===== src/design/rpp_pkg.sv =====
// Shared types and constants for the ring profile peak prominence unit.
`timescale 1ns / 1ps
package rpp_pkg;

  localparam int MAX_RINGS_DEF = 32;
  localparam int MEAN_BITS_DEF = 16;

  localparam logic [1:0] KIND_NONE = 2'd0;
  localparam logic [1:0] KIND_MAX  = 2'd1;
  localparam logic [1:0] KIND_MIN  = 2'd2;

  typedef enum logic [1:0] {
    DIR_NONE = 2'd0,
    DIR_RISE = 2'd1,
    DIR_FALL = 2'd2
  } dir_t;

  typedef enum logic [2:0] {
    ADDR_I   = 3'd0,
    ADDR_P   = 3'd1,
    ADDR_PM1 = 3'd2,
    ADDR_Q   = 3'd3,
    ADDR_QP1 = 3'd4
  } addr_sel_t;

  typedef enum logic [13:0] {
    ST_LOAD  = 14'b00000000000001,
    ST_SC_RD = 14'b00000000000010,
    ST_SC_EV = 14'b00000000000100,
    ST_LP_RD = 14'b00000000001000,
    ST_LP_EV = 14'b00000000010000,
    ST_LL_RD = 14'b00000000100000,
    ST_LL_EV = 14'b00000001000000,
    ST_RP_RD = 14'b00000010000000,
    ST_RP_EV = 14'b00000100000000,
    ST_RL_RD = 14'b00001000000000,
    ST_RL_EV = 14'b00010000000000,
    ST_SCORE = 14'b00100000000000,
    ST_OUT_RD = 14'b01000000000000,
    ST_OUT_EV = 14'b10000000000000
  } state_t;

  typedef struct packed {
    logic      load_en;
    logic      scan_init;
    logic      scan_ev;
    logic      lp_ev;
    logic      ll_ev;
    logic      rp_ev;
    logic      rl_ev;
    logic      score;
    logic      out_ld;
    logic      clear;
    addr_sel_t addr_sel;
  } cmd_t;

  typedef struct packed {
    logic turn;
    logic i_lt_n;
    logic i1_lt_n;
    logic plat_l;
    logic p_zero;
    logic leg_l;
    logic p_one;
    logic plat_r;
    logic q_end;
    logic leg_r;
    logic q_end1;
    logic out_free;
    logic k_last;
  } sts_t;

endpackage


===== src/design/rpp_ram.sv =====
// Generic single-write, single-read RAM with registered read data.
`timescale 1ns / 1ps
module rpp_ram #(
  parameter int WIDTH = 16,
  parameter int DEPTH = 32
) (
  input  logic                     clk,
  input  logic                     we,
  input  logic [$clog2(DEPTH)-1:0] waddr,
  input  logic [WIDTH-1:0]         wdata,
  input  logic [$clog2(DEPTH)-1:0] raddr,
  output logic [WIDTH-1:0]         rdata
);

  logic [WIDTH-1:0] mem [DEPTH];

  always_ff @(posedge clk) begin
    if (we) begin
      mem[waddr] <= wdata;
    end
    rdata <= mem[raddr];
  end

endmodule


===== src/design/rpp_ctrl.sv =====
// Sequencer for load, scan, leg walks, scoring and result output.
`timescale 1ns / 1ps
module rpp_ctrl
  import rpp_pkg::*;
(
  input  logic clk,
  input  logic rst,
  input  logic sample_valid,
  input  logic last_sample,
  output logic sample_stall,
  output cmd_t cmd,
  input  sts_t sts
);

  state_t state, state_next;

  always_ff @(posedge clk) begin
    if (rst) begin
      state <= ST_LOAD;
    end else begin
      state <= state_next;
    end
  end

  always_comb begin
    state_next   = state;
    cmd          = '0;
    cmd.addr_sel = ADDR_I;
    sample_stall = 1'b1;
    case (state)
      ST_LOAD: begin
        sample_stall  = 1'b0;
        cmd.load_en   = sample_valid;
        cmd.scan_init = sample_valid && last_sample;
        if (sample_valid && last_sample) state_next = ST_SC_RD;
      end
      ST_SC_RD: begin
        cmd.addr_sel = ADDR_I;
        state_next   = ST_SC_EV;
      end
      ST_SC_EV: begin
        cmd.scan_ev = 1'b1;
        if (sts.turn) state_next = ST_LP_RD;
        else if (sts.i1_lt_n) state_next = ST_SC_RD;
        else state_next = ST_OUT_RD;
      end
      ST_LP_RD: begin
        cmd.addr_sel = ADDR_P;
        state_next   = ST_LP_EV;
      end
      ST_LP_EV: begin
        cmd.lp_ev = 1'b1;
        if (sts.plat_l) state_next = ST_LP_RD;
        else if (sts.p_zero) state_next = ST_RP_RD;
        else state_next = ST_LL_RD;
      end
      ST_LL_RD: begin
        cmd.addr_sel = ADDR_PM1;
        state_next   = ST_LL_EV;
      end
      ST_LL_EV: begin
        cmd.ll_ev = 1'b1;
        if (sts.leg_l && !sts.p_one) state_next = ST_LL_RD;
        else state_next = ST_RP_RD;
      end
      ST_RP_RD: begin
        cmd.addr_sel = ADDR_Q;
        state_next   = ST_RP_EV;
      end
      ST_RP_EV: begin
        cmd.rp_ev = 1'b1;
        if (sts.plat_r) state_next = ST_RP_RD;
        else if (sts.q_end) state_next = ST_SCORE;
        else state_next = ST_RL_RD;
      end
      ST_RL_RD: begin
        cmd.addr_sel = ADDR_QP1;
        state_next   = ST_RL_EV;
      end
      ST_RL_EV: begin
        cmd.rl_ev = 1'b1;
        if (sts.leg_r && !sts.q_end1) state_next = ST_RL_RD;
        else state_next = ST_SCORE;
      end
      ST_SCORE: begin
        cmd.score  = 1'b1;
        state_next = sts.i_lt_n ? ST_SC_RD : ST_OUT_RD;
      end
      ST_OUT_RD: begin
        state_next = ST_OUT_EV;
      end
      ST_OUT_EV: begin
        if (sts.out_free) begin
          cmd.out_ld = 1'b1;
          if (sts.k_last) begin
            cmd.clear  = 1'b1;
            state_next = ST_LOAD;
          end else begin
            state_next = ST_OUT_RD;
          end
        end
      end
      default: begin
        state_next = ST_LOAD;
      end
    endcase
  end

endmodule


===== src/design/rpp_dp.sv =====
// Datapath: profile and score stores, scan and walk registers, best tracking, output register.
`timescale 1ns / 1ps
module rpp_dp
  import rpp_pkg::*;
#(
  parameter int MAX_RINGS = MAX_RINGS_DEF,
  parameter int MEAN_BITS = MEAN_BITS_DEF
) (
  input  logic                         clk,
  input  logic                         rst,
  input  cmd_t                         cmd,
  output sts_t                         sts,
  input  logic [MEAN_BITS-1:0]         ring_mean,
  input  logic                         skip_ring,
  output logic                         result_valid,
  input  logic                         result_stall,
  output logic [$clog2(MAX_RINGS)-1:0] ring_index,
  output logic [MEAN_BITS:0]           ring_score,
  output logic [1:0]                   extremum_kind,
  output logic [MEAN_BITS:0]           best_score,
  output logic [$clog2(MAX_RINGS)-1:0] best_ring,
  output logic                         best_found,
  output logic                         last_result
);

  localparam int IDX_W = $clog2(MAX_RINGS);
  localparam int CNT_W = $clog2(MAX_RINGS + 1);
  localparam int SC_W  = MEAN_BITS + 1;

  logic [CNT_W-1:0]     count, i, k;
  logic [IDX_W-1:0]     c, p, q, best_index;
  logic [MEAN_BITS-1:0] prev, v, le, re;
  logic                 prev_ok, is_max;
  dir_t                 dir;
  logic [SC_W-1:0]      best_value;
  logic [MAX_RINGS-1:0] sc_vld;

  logic [MEAN_BITS:0]   mean_rd;
  logic [MEAN_BITS-1:0] d_mean;
  logic                 d_ign;
  logic [IDX_W-1:0]     raddr;
  logic                 mem_we;
  logic [SC_W+1:0]      sc_rd;
  logic [CNT_W-1:0]     count_m1;
  logic [MEAN_BITS-1:0] ha, hb;
  logic [SC_W-1:0]      s;
  logic                 up, down;

  assign d_mean   = mean_rd[MEAN_BITS-1:0];
  assign d_ign    = mean_rd[MEAN_BITS];
  assign count_m1 = count - CNT_W'(1);
  assign mem_we   = cmd.load_en && (count < CNT_W'(MAX_RINGS));
  assign up       = d_mean > prev;
  assign down     = d_mean < prev;

  always_comb begin
    case (cmd.addr_sel)
      ADDR_I:   raddr = i[IDX_W-1:0];
      ADDR_P:   raddr = p;
      ADDR_PM1: raddr = p - IDX_W'(1);
      ADDR_Q:   raddr = q;
      ADDR_QP1: raddr = q + IDX_W'(1);
      default:  raddr = i[IDX_W-1:0];
    endcase
  end

  rpp_ram #(.WIDTH(MEAN_BITS + 1), .DEPTH(MAX_RINGS)) u_mean_ram (
    .clk   (clk),
    .we    (mem_we),
    .waddr (count[IDX_W-1:0]),
    .wdata ({skip_ring, ring_mean}),
    .raddr (raddr),
    .rdata (mean_rd)
  );

  rpp_ram #(.WIDTH(SC_W + 2), .DEPTH(MAX_RINGS)) u_score_ram (
    .clk   (clk),
    .we    (cmd.score),
    .waddr (c),
    .wdata ({(is_max ? KIND_MAX : KIND_MIN), s}),
    .raddr (k[IDX_W-1:0]),
    .rdata (sc_rd)
  );

  // tent score: both leg heights, unhalved
  always_comb begin
    if (is_max) begin
      ha = (v > le) ? v - le : '0;
      hb = (v > re) ? v - re : '0;
    end else begin
      ha = (le > v) ? le - v : '0;
      hb = (re > v) ? re - v : '0;
    end
    s = {1'b0, ha} + {1'b0, hb};
  end

  always_comb begin
    sts.turn     = !d_ign && prev_ok && ((up && dir == DIR_FALL) || (down && dir == DIR_RISE));
    sts.i_lt_n   = i < count;
    sts.i1_lt_n  = (i + CNT_W'(1)) < count;
    sts.p_zero   = p == '0;
    sts.p_one    = p == IDX_W'(1);
    sts.plat_l   = !sts.p_zero && !d_ign && d_mean == v;
    sts.leg_l    = !d_ign && (is_max ? (d_mean < le) : (d_mean > le));
    sts.q_end    = CNT_W'(q) == count_m1;
    sts.q_end1   = (CNT_W'(q) + CNT_W'(1)) == count_m1;
    sts.plat_r   = !sts.q_end && !d_ign && d_mean == v;
    sts.leg_r    = !d_ign && (is_max ? (d_mean < re) : (d_mean > re));
    sts.out_free = !result_valid || !result_stall;
    sts.k_last   = k == count_m1;
  end

  always_ff @(posedge clk) begin
    if (rst) begin
      count        <= '0;
      k            <= '0;
      best_value   <= '0;
      best_index   <= '0;
      sc_vld       <= '0;
      prev_ok      <= 1'b0;
      dir          <= DIR_NONE;
      result_valid <= 1'b0;
    end else begin
      if (mem_we) count <= count + CNT_W'(1);
      if (cmd.scan_init) begin
        i       <= '0;
        prev_ok <= 1'b0;
        dir     <= DIR_NONE;
      end
      if (cmd.scan_ev) begin
        i <= i + CNT_W'(1);
        if (d_ign) begin
          dir     <= DIR_NONE;
          prev_ok <= 1'b0;
        end else begin
          if (prev_ok) begin
            if (up) dir <= DIR_RISE;
            else if (down) dir <= DIR_FALL;
          end
          prev    <= d_mean;
          prev_ok <= 1'b1;
        end
        if (sts.turn) begin
          c      <= IDX_W'(i - CNT_W'(1));
          p      <= IDX_W'(i - CNT_W'(2));
          q      <= i[IDX_W-1:0];
          v      <= prev;
          is_max <= down;
        end
      end
      if (cmd.lp_ev) begin
        if (sts.plat_l) p <= p - IDX_W'(1);
        else le <= d_mean;
      end
      if (cmd.ll_ev && sts.leg_l) begin
        p  <= p - IDX_W'(1);
        le <= d_mean;
      end
      if (cmd.rp_ev) begin
        if (sts.plat_r) q <= q + IDX_W'(1);
        else re <= d_mean;
      end
      if (cmd.rl_ev && sts.leg_r) begin
        q  <= q + IDX_W'(1);
        re <= d_mean;
      end
      if (cmd.score) begin
        sc_vld[c] <= 1'b1;
        if (s > best_value) begin
          best_value <= s;
          best_index <= c;
        end
      end
      if (cmd.out_ld) begin
        result_valid <= 1'b1;
        k            <= cmd.clear ? '0 : k + CNT_W'(1);
      end else if (!result_stall) begin
        result_valid <= 1'b0;
      end
      if (cmd.clear) begin
        count      <= '0;
        best_value <= '0;
        best_index <= '0;
        sc_vld     <= '0;
      end
    end
  end

  always_ff @(posedge clk) begin
    if (cmd.out_ld) begin
      ring_index    <= k[IDX_W-1:0];
      ring_score    <= sc_vld[k[IDX_W-1:0]] ? sc_rd[SC_W-1:0] : '0;
      extremum_kind <= sc_vld[k[IDX_W-1:0]] ? sc_rd[SC_W+1:SC_W] : KIND_NONE;
      best_score    <= best_value;
      best_ring     <= best_index;
      best_found    <= best_value != '0;
      last_result   <= sts.k_last;
    end
  end

endmodule


===== src/design/ring_profile_peak_prominence_unit.sv =====
// Top level of the ring profile peak prominence unit.
// Loading: one sample item per cycle, no result until the item with last_sample.
// Scoring: each scanned ring is read, then evaluated; a turn point adds a read and an evaluate
//   step per mean read of its walks (plateau, leg and leg-ending reads) and a score write.
// Output: after the scan, each result item is read from the score store, then sent when free.
// Reset (synchronous, active high): empty profile, scores and best cleared, no result.
`timescale 1ns / 1ps
module ring_profile_peak_prominence_unit
  import rpp_pkg::*;
#(
  parameter int MAX_RINGS = MAX_RINGS_DEF,
  parameter int MEAN_BITS = MEAN_BITS_DEF
) (
  input  logic                         clk,
  input  logic                         rst,
  input  logic                         sample_valid,
  output logic                         sample_stall,
  input  logic [MEAN_BITS-1:0]         ring_mean,
  input  logic                         skip_ring,
  input  logic                         last_sample,
  output logic                         result_valid,
  input  logic                         result_stall,
  output logic [$clog2(MAX_RINGS)-1:0] ring_index,
  output logic [MEAN_BITS:0]           ring_score,
  output logic [1:0]                   extremum_kind,
  output logic [MEAN_BITS:0]           best_score,
  output logic [$clog2(MAX_RINGS)-1:0] best_ring,
  output logic                         best_found,
  output logic                         last_result
);

  // controller decides the step, datapath holds all values
  cmd_t cmd;
  sts_t sts;

  rpp_ctrl u_ctrl (
    .clk          (clk),
    .rst          (rst),
    .sample_valid (sample_valid),
    .last_sample  (last_sample),
    .sample_stall (sample_stall),
    .cmd          (cmd),
    .sts          (sts)
  );

  // mean store, score store with per-ring valid bits, turn walk registers
  rpp_dp #(.MAX_RINGS(MAX_RINGS), .MEAN_BITS(MEAN_BITS)) u_dp (
    .clk           (clk),
    .rst           (rst),
    .cmd           (cmd),
    .sts           (sts),
    .ring_mean     (ring_mean),
    .skip_ring     (skip_ring),
    .result_valid  (result_valid),
    .result_stall  (result_stall),
    .ring_index    (ring_index),
    .ring_score    (ring_score),
    .extremum_kind (extremum_kind),
    .best_score    (best_score),
    .best_ring     (best_ring),
    .best_found    (best_found),
    .last_result   (last_result)
  );

  // the last sample ends loading: no item is taken while the profile is scored
  a_last_stops_load: assert property (@(posedge clk) disable iff (rst)
    (sample_valid && !sample_stall && last_sample) |=> sample_stall)
    else $error("sample taken right after last sample");

  // scoring never overlaps loading
  a_score_not_load: assert property (@(posedge clk) disable iff (rst)
    cmd.score |-> sample_stall)
    else $error("score written while loading");

  // a stalled result item holds its place and payload
  a_result_held: assert property (@(posedge clk) disable iff (rst)
    (result_valid && result_stall) |=>
      (result_valid && $stable(ring_index) && $stable(ring_score)))
    else $error("stalled result changed");

endmodule

===== config.mk =====
export PLATFORM = sky130hd
export DESIGN_NAME = ring_profile_peak_prominence_unit
export DESIGN_NICKNAME = d
export VERILOG_FILES = /design/src/design/rpp_pkg.sv /design/src/design/rpp_ram.sv /design/src/design/rpp_ctrl.sv /design/src/design/rpp_dp.sv /design/src/design/ring_profile_peak_prominence_unit.sv
export SDC_FILE = /design/constraint.sdc
export NUM_CORES = 2
export LEC_CHECK = 0
export BUFFER_PORTS_ARGS = -buffer_cell sky130_fd_sc_hd__buf_2
export CAP_MARGIN = 0
export CELL_PAD_IN_SITES_DETAIL_PLACEMENT = 1
export CELL_PAD_IN_SITES_GLOBAL_PLACEMENT = 1
export CORE_ASPECT_RATIO = 0.6
export CORE_MARGIN = 5
export CORE_UTILIZATION = 35
export DETAILED_ROUTE_END_ITERATION = 10
export GPL_TIMING_DRIVEN = 0
export PLACE_DENSITY = 0.56
export SKIP_CTS_REPAIR_TIMING = 1
export SYNTH_ARGS = -nofsm -noshare
export SYNTH_HDL_FRONTEND = slang
export SYNTH_SLANG_ARGS = --single-unit

===== constraint.sdc =====
create_clock -name clk -period 8.3 [get_ports clk]
set_input_delay 0.415 -clock clk [delete_from_list [all_inputs] [get_ports clk]]
set_output_delay 0.415 -clock clk [all_outputs]
set_load 0.005 [all_outputs]

---- Word level (Yosys, flattened, before mapping) ----
Memories as Yosys holds them, arrays and structs flattened. A register that Yosys moved wholly into a read port is not among the register bits.
Index checks and enable logic that the tools add are counted.
storage, ports and cells
  flip-flop bits (word level) ............. 218
  bits in latches ......................... 0
  memory bits (writable) .................. 1152
  memory bits (read-only) ................. 0
  input bits .............................. 22
  output and inout port bits .............. 50
  logic and storage cells ................. 203
  memories kept ........................... 2
cells by class
  add/subtract/negate cells ............... 14
  $mul .................................... 0
  div/mod/pow operators ................... 0
  magnitude comparators ................... 17
  equality and inequality tests ........... 30
  shift-type cells ........................ 0
  mux-type cells .......................... 73
  bitwise operators ....................... 3
  reduce and logical (&&, ||, !) cells .... 39
memory list
  memory                depth  bits a word  rd ports  clocked after Yosys merged registers in  wr ports  line           source
  u_dp.u_score_ram.mem  32     19           1         1                                        1         rpp_ram.sv:15  logic [WIDTH-1:0] mem [DEPTH];
  u_dp.u_mean_ram.mem   32     17           1         1                                        1         rpp_ram.sv:15
operators by type and width
  operator                number
  $pmux W14 S14           1
  $mux W16                12
  $gt A16 B16 Y1          7
  $sub A16 B16 Y16        4
  $mux W13                4
  $mux W5                 10
  $lt A16 B16 Y1          3
  $mux W12                3
  $or A32 B32 Y32         1
  $mux W14                2
  $mux W8                 3
  $mux W1                 21
  $mux W2                 10
  $pmux W5 S4             1
  $add A6 B1 Y6 const B   3
  $mux W6                 3
  $add A16 B16 Y17        1
  $gt A17 B17 Y1          1
  $logic_and A1 B1 Y1     17
  $reduce_bool A17 Y1     1
  $eq A16 B16 Y1          1
  $eq A14 B1 Y1 const B   1
  $eq A14 B10 Y1 const B  1
  $eq A14 B11 Y1 const B  1
  other kinds (41)        64

---- Logic depth before layout (Yosys ltp) ----
  word-level depth ........................ 9
  depth in mapped cells ................... 32
  depth with buffers taken out ............ 30

---- By module ----
From an unflattened synthesis, not the netlist that was laid out.
second synthesis, totals
  cell total of the unflattened synthesis .. 4180
  area, all modules ....................... 61432.7 µm²
modules (own cells, without submodules)
  module                       instances  cells an instance  area an instance (µm²)  seq. area each (µm²)
  rpp_ram at u_dp.u_score_ram  1          1346               24245.8                 18637.9
  rpp_ram at u_dp.u_mean_ram   1          1212               21737.1                 16676.0
  rpp_dp                       1          1488               14387.5                 5425.2
  rpp_ctrl                     1          134                1062.3                  280.3

---- Worst setup path after synthesis ----
OpenSTA, ideal clock, no wires.
  path type ............................... register to register
  from .................................... register u_dp.v[0]
  to ...................................... register u_dp.best_value[15]
  library setup time ...................... 0.120 ns
  data arrival time ....................... 7.051 ns
  data required time ...................... 8.180 ns
  slack ................................... 1.129 ns
  cell stages (with the launch flop) ...... 32
  buffers on the path ..................... 2
  clock period less this slack ............ 7.171 ns
  cell sequence ........................... edfxtp_1 inv_1 ha_1 inv_1 fa_1 a21o_1 a21o_1 a21o_1 a21boi_0 o21ai_0 o211a_1 buf_1 a22o_1 ha_1 a21o_1 a21oi_1 o21a_1 nor3_1 a211o_1 nand2_1 xnor2_1 ha_1 nand4_1 nor2_1 o21ai_0 a31o_2 a31oi_1 a211oi_1 a311o_1 clkbuf_1 nor3b_1 a211o_1
on the way
  word-level cells in the longest chain between the ends .. 6
  elaborated cells between the ends (all ways) .. 17
  classes of those cells .................. add/sub: 5; order compare: 5; mux: 6; reduce/logical: 1
RTL lines
  element                                   line           source
  from (decl)                               rpp_dp.sv:32   logic [MEAN_BITS-1:0] prev, v, le, re;
  from (signal assigned)                    rpp_dp.sv:147  v <= prev;
  $sub A16 B16 Y16 (tied with other cells)  rpp_dp.sv:91   ha = (le > v) ? le - v : '0;
  $mux W16, on equally long branches        --
  $mux W16                                  rpp_dp.sv:87   if (is_max) begin
  $add A16 B16 Y17 (*)                      rpp_dp.sv:94   s = {1'b0, ha} + {1'b0, hb};
  net u_dp.s[11]                            rpp_dp.sv:46   logic [SC_W-1:0] s;
  $gt A17 B17 Y1 (*)                        rpp_dp.sv:169  if (s > best_value) begin
  $reduce_and A2 Y1 (no source line) (*)    --
  to (signal assigned)                      rpp_dp.sv:170  best_value <= s;
  to (decl)                                 rpp_dp.sv:35   logic [SC_W-1:0] best_value;
Mark *: on every way through the listed nets, which the timed path passes. The rest lies on a longest branch.
A chain may end at the register's enable or synchronous reset.

---- Final worst setup path ----
Same ends and word-level chain as after synthesis.

==> out/results.txt <==
Syn Inst Count: 4149
Initial Utilization: 35.1%
worst path required time: 8950 ps
global placer's final weighted congestion: 0.879
placed insts: 6582
RR Startpoint: u_dp.v[0]
vias after detailed routing: 38200
dpl hpwl: 145000 um
Fill cells: 17400
largest net degree at the start of global routing: 36
max incr delay on CP: 470 ps
Chip Height: 332 um
# setup viols final: 0
Reg clk slew, reported paths: 60 ps
Synth Register Bits: 1406
CTS tree: built
H-tree Lvls: 4
Worst Tran Pin Value: 1590 ps
DRC: 0
Detailed Routing Iterations Pass 1: 5
Post-Layout Cell Count: 6858
asr flop ratio synth: 0%
main combinational cell family by area after synthesis: simple AND/OR/NAND/NOR gates
XOR/XNOR Fraction of Synth Area: 1.04%
Final Cycle Share: 95.3%
WHS: 51.9 ps
status: complete, but fails checks
Max FO, Critical Path: 19
number of max-cap violations: 3
num rows: 118
failing checks: capacitance limit, slew limit
initial antenna violation count: 16
worst r2r dst: u_dp.best_value[15]
mux cell area share after synthesis: 8.52%
Avg Cell Area, Syn: 14.6 um^2
clk_lat worst skew: 790 ps
pre-CTS setup slack: -1420 ps
syn_nets: 4345
Peak VDD IR: 0.195 mV
Design Area, Final: 0.0705 mm^2
hold wc startpoint: result_stall
ANT nets after route: 0
via/cell ratio: 5.57
critical path type: register to register
Tmin final: 7910 ps
fmax: 126 MHz
Critical Path Sink Type: register
Num CTS Buffers: 141
most used flip-flop cell after synthesis: edfxtp_1
setup TNS: 0 ps
Max Clock Skew: 40.5 ps
gr usage total: 21.4%
core footprint: 0.172 mm^2
Seq/Total Area, Yosys: 67.9%
final setup margin: 392 ps
yosys warns: 0
post-synthesis compound-gate area fraction: 6.44%
FF-to-FF path depth: 33
reg-to-reg setup timing slack: 390 ps
PwrDens: 217 mW/mm^2
routed len/inst: 28.9 um
fraction of layout cells with a size suffix above 1: 18.2%
# IOs: 72
crit path DAT: 8560 ps
Root Buffer: clkbuf_16
Chip Width: 546 um
Hold Path End: u_dp.result_valid
clock sinks: 1406
Hold Path Class: primary input to register
Slew headroom: -7.17%
most frequent CP cell: a21o_1
startpoint types: register
P_leak: 24.0 nW
Hold Path Cell Cnt: 3
Nets: 4663
global route overflow: 0
global-route wire length before repair: 281000 um
placed cell area: 0.0655 mm^2
Longest Clk Path Bufs: 3
area grow syn2layout: 16.7%
RSZ-0062 raised after global routing: no
Adder-Cell Fraction of Synth Area: 3.66%
First DRT Iteration DRCs: 4701
vias in the first global route: 37800
Synth Area in Simple Gates: 10.1%
mapped cell area: 0.0604 mm^2
die area: 0.181 mm^2
Slowest cell on crit path: edfxtp_1
post-synth cell types: 90
Post-synth EDFFs: 1286
IO Port Bufs: 71
Fin. Hold Viols: 0
Final Slew Violations: 7
total wire length: 198000 um
kinds of logic after synthesis:
family,count (synthesis)
simple gates,1287
flops,1406
buf+inv,344
xor+xnor,72
mux,262
compound gates,604
fa+ha+maj,174
layer usage:
metal  global-route usage (%)  share of wire (%)
met1                     36.0                 52
met2                     25.2                 36
met3                     7.74                 11
met4                     3.83                1.3
met5                        0              0.030
state kept, by name (all words and copies together) (netlist names), 6 cells and up:
signal and flops:
u_ctrl.state 14, u_dp.best_score 17, u_dp.best_value 17, u_dp.count 6, u_dp.i 6, u_dp.k 6
u_dp.le 16, u_dp.prev 16, u_dp.re 16, u_dp.ring_score 17, u_dp.sc_vld 32, u_dp.u_mean_ram.mem 544
u_dp.u_mean_ram.rdata 17, u_dp.u_score_ram.mem 608, u_dp.u_score_ram.rdata 19, u_dp.v 16
power by group:
group,internal [mW],switching [mW],leakage (nW)
clock network,3.64,2.85,2.25
logic,0.287,0.708,9.14
registers,7.77,0.0861,12.6
total,11.7,3.64,24.0
layout make-up:
cell class | instances | area, um^2 | share of cell area (%)
timing repair buffer | 178 | 1970 | 2.80
antenna | 3 | 7.51 | 0.0106
clock inverter | 65 | 679 | 0.963
sequential | 1406 | 41000 | 58.1
multi-input combinational | 2399 | 18700 | 26.5
inverter | 129 | 484 | 0.686
buffer | 212 | 943 | 1.34
tap | 2280 | 2850 | 4.04
clock buffer | 186 | 3920 | 5.56
worst max-delay path: cells and delay by family, from the launching register on:
kind	cells	cell delay (ps)
flip-flops	1	470
AND/OR/NAND/NOR	6	1110
adder cells (fa/ha/maj)	4	1350
XOR/XNOR	1	240
buffers and inverters	5	880
AO/OA/AOI/OAI	17	3680
how the worst max path moves through the flow:
stage	startpoint	endpoint	slack, ps	cells after the start
global route	u_dp.v[0]	u_dp.best_value[15]	60	33
floorplan	u_dp.v[0]	u_dp.best_value[15]	1130	31
finish	u_dp.v[0]	u_dp.best_value[15]	390	33
global placement	u_dp.is_max	u_dp.best_value[15]	-2600	23
detailed placement	u_dp.is_max	u_dp.best_value[15]	-1420	28
CTS	u_dp.is_max	u_dp.best_value[15]	-1460	28
stage by stage:
stage	util [%]	total power [mW]
2_1_floorplan	-	8.51
3_3_place_gp	37.0	8.94
3_5_place_dp	38.1	8.99
4_1_cts	40.7	15.5
5_1_grt	41.0	15.9
6_report	41.0	15.3
layout by cell type (no fill, tap or decap), types with 22 or more instances in the layout:
cell type / netlist / layout
inv_1: 127 / 126
buf_2: 49 / 122
mux2i_1: 40 / 40
xnor2_1: 38 / 25
clkbuf_1: 126 / 141
nor2_2: 1 / 40
a21o_1: 53 / 52
nand2_1: 492 / 492
mux4_2: 200 / 200
nor2_1: 252 / 184
buf_8: 0 / 51
nor3_1: 35 / 32
and3_1: 65 / 65
or4_1: 24 / 24
dfxtp_1: 120 / 120
buf_1: 29 / 26
nor2b_1: 40 / 40
nand3_1: 229 / 228
nand4_1: 32 / 32
mux2_2: 22 / 22
edfxtp_1: 1286 / 1286
buf_4: 5 / 28
a21oi_1: 211 / 205
a31oi_1: 26 / 26
nor2_4: 0 / 29
xor2_1: 34 / 33
a211oi_1: 73 / 72
ha_1: 169 / 163
o21ai_0: 78 / 71
nor4_1: 25 / 24
clkbuf_16: 0 / 146
cell usage after synthesis, types with 8 or more instances:
library cell | instances | area [um^2]
nor3b_1 | 8 | 60.1
a211oi_1 | 73 | 548
o22ai_1 | 16 | 100
a21oi_1 | 211 | 1060
nand4_1 | 32 | 200
xor2_1 | 34 | 298
nor2_1 | 252 | 946
clkbuf_1 | 126 | 473
or3_1 | 9 | 56.3
a22oi_1 | 9 | 67.6
o22a_1 | 16 | 140
nor2b_1 | 40 | 250
a21o_1 | 53 | 398
and3_1 | 65 | 407
a21boi_0 | 8 | 60.1
nor3_1 | 35 | 175
nand2b_1 | 13 | 81.3
buf_1 | 29 | 109
nand3_1 | 229 | 1150
mux2_2 | 22 | 248
dfxtp_1 | 120 | 2400
nand2_1 | 492 | 1850
o21a_1 | 21 | 158
mux2i_1 | 40 | 400
ha_1 | 169 | 2110
nor4_1 | 25 | 156
o21ai_0 | 78 | 390
or4_1 | 24 | 180
xnor2_1 | 38 | 333
mux4_2 | 200 | 4500
inv_1 | 127 | 477
buf_2 | 49 | 245
edfxtp_1 | 1286 | 38600
a31oi_1 | 26 | 163
a221oi_1 | 17 | 149
(Power assumes the default switching activity.)
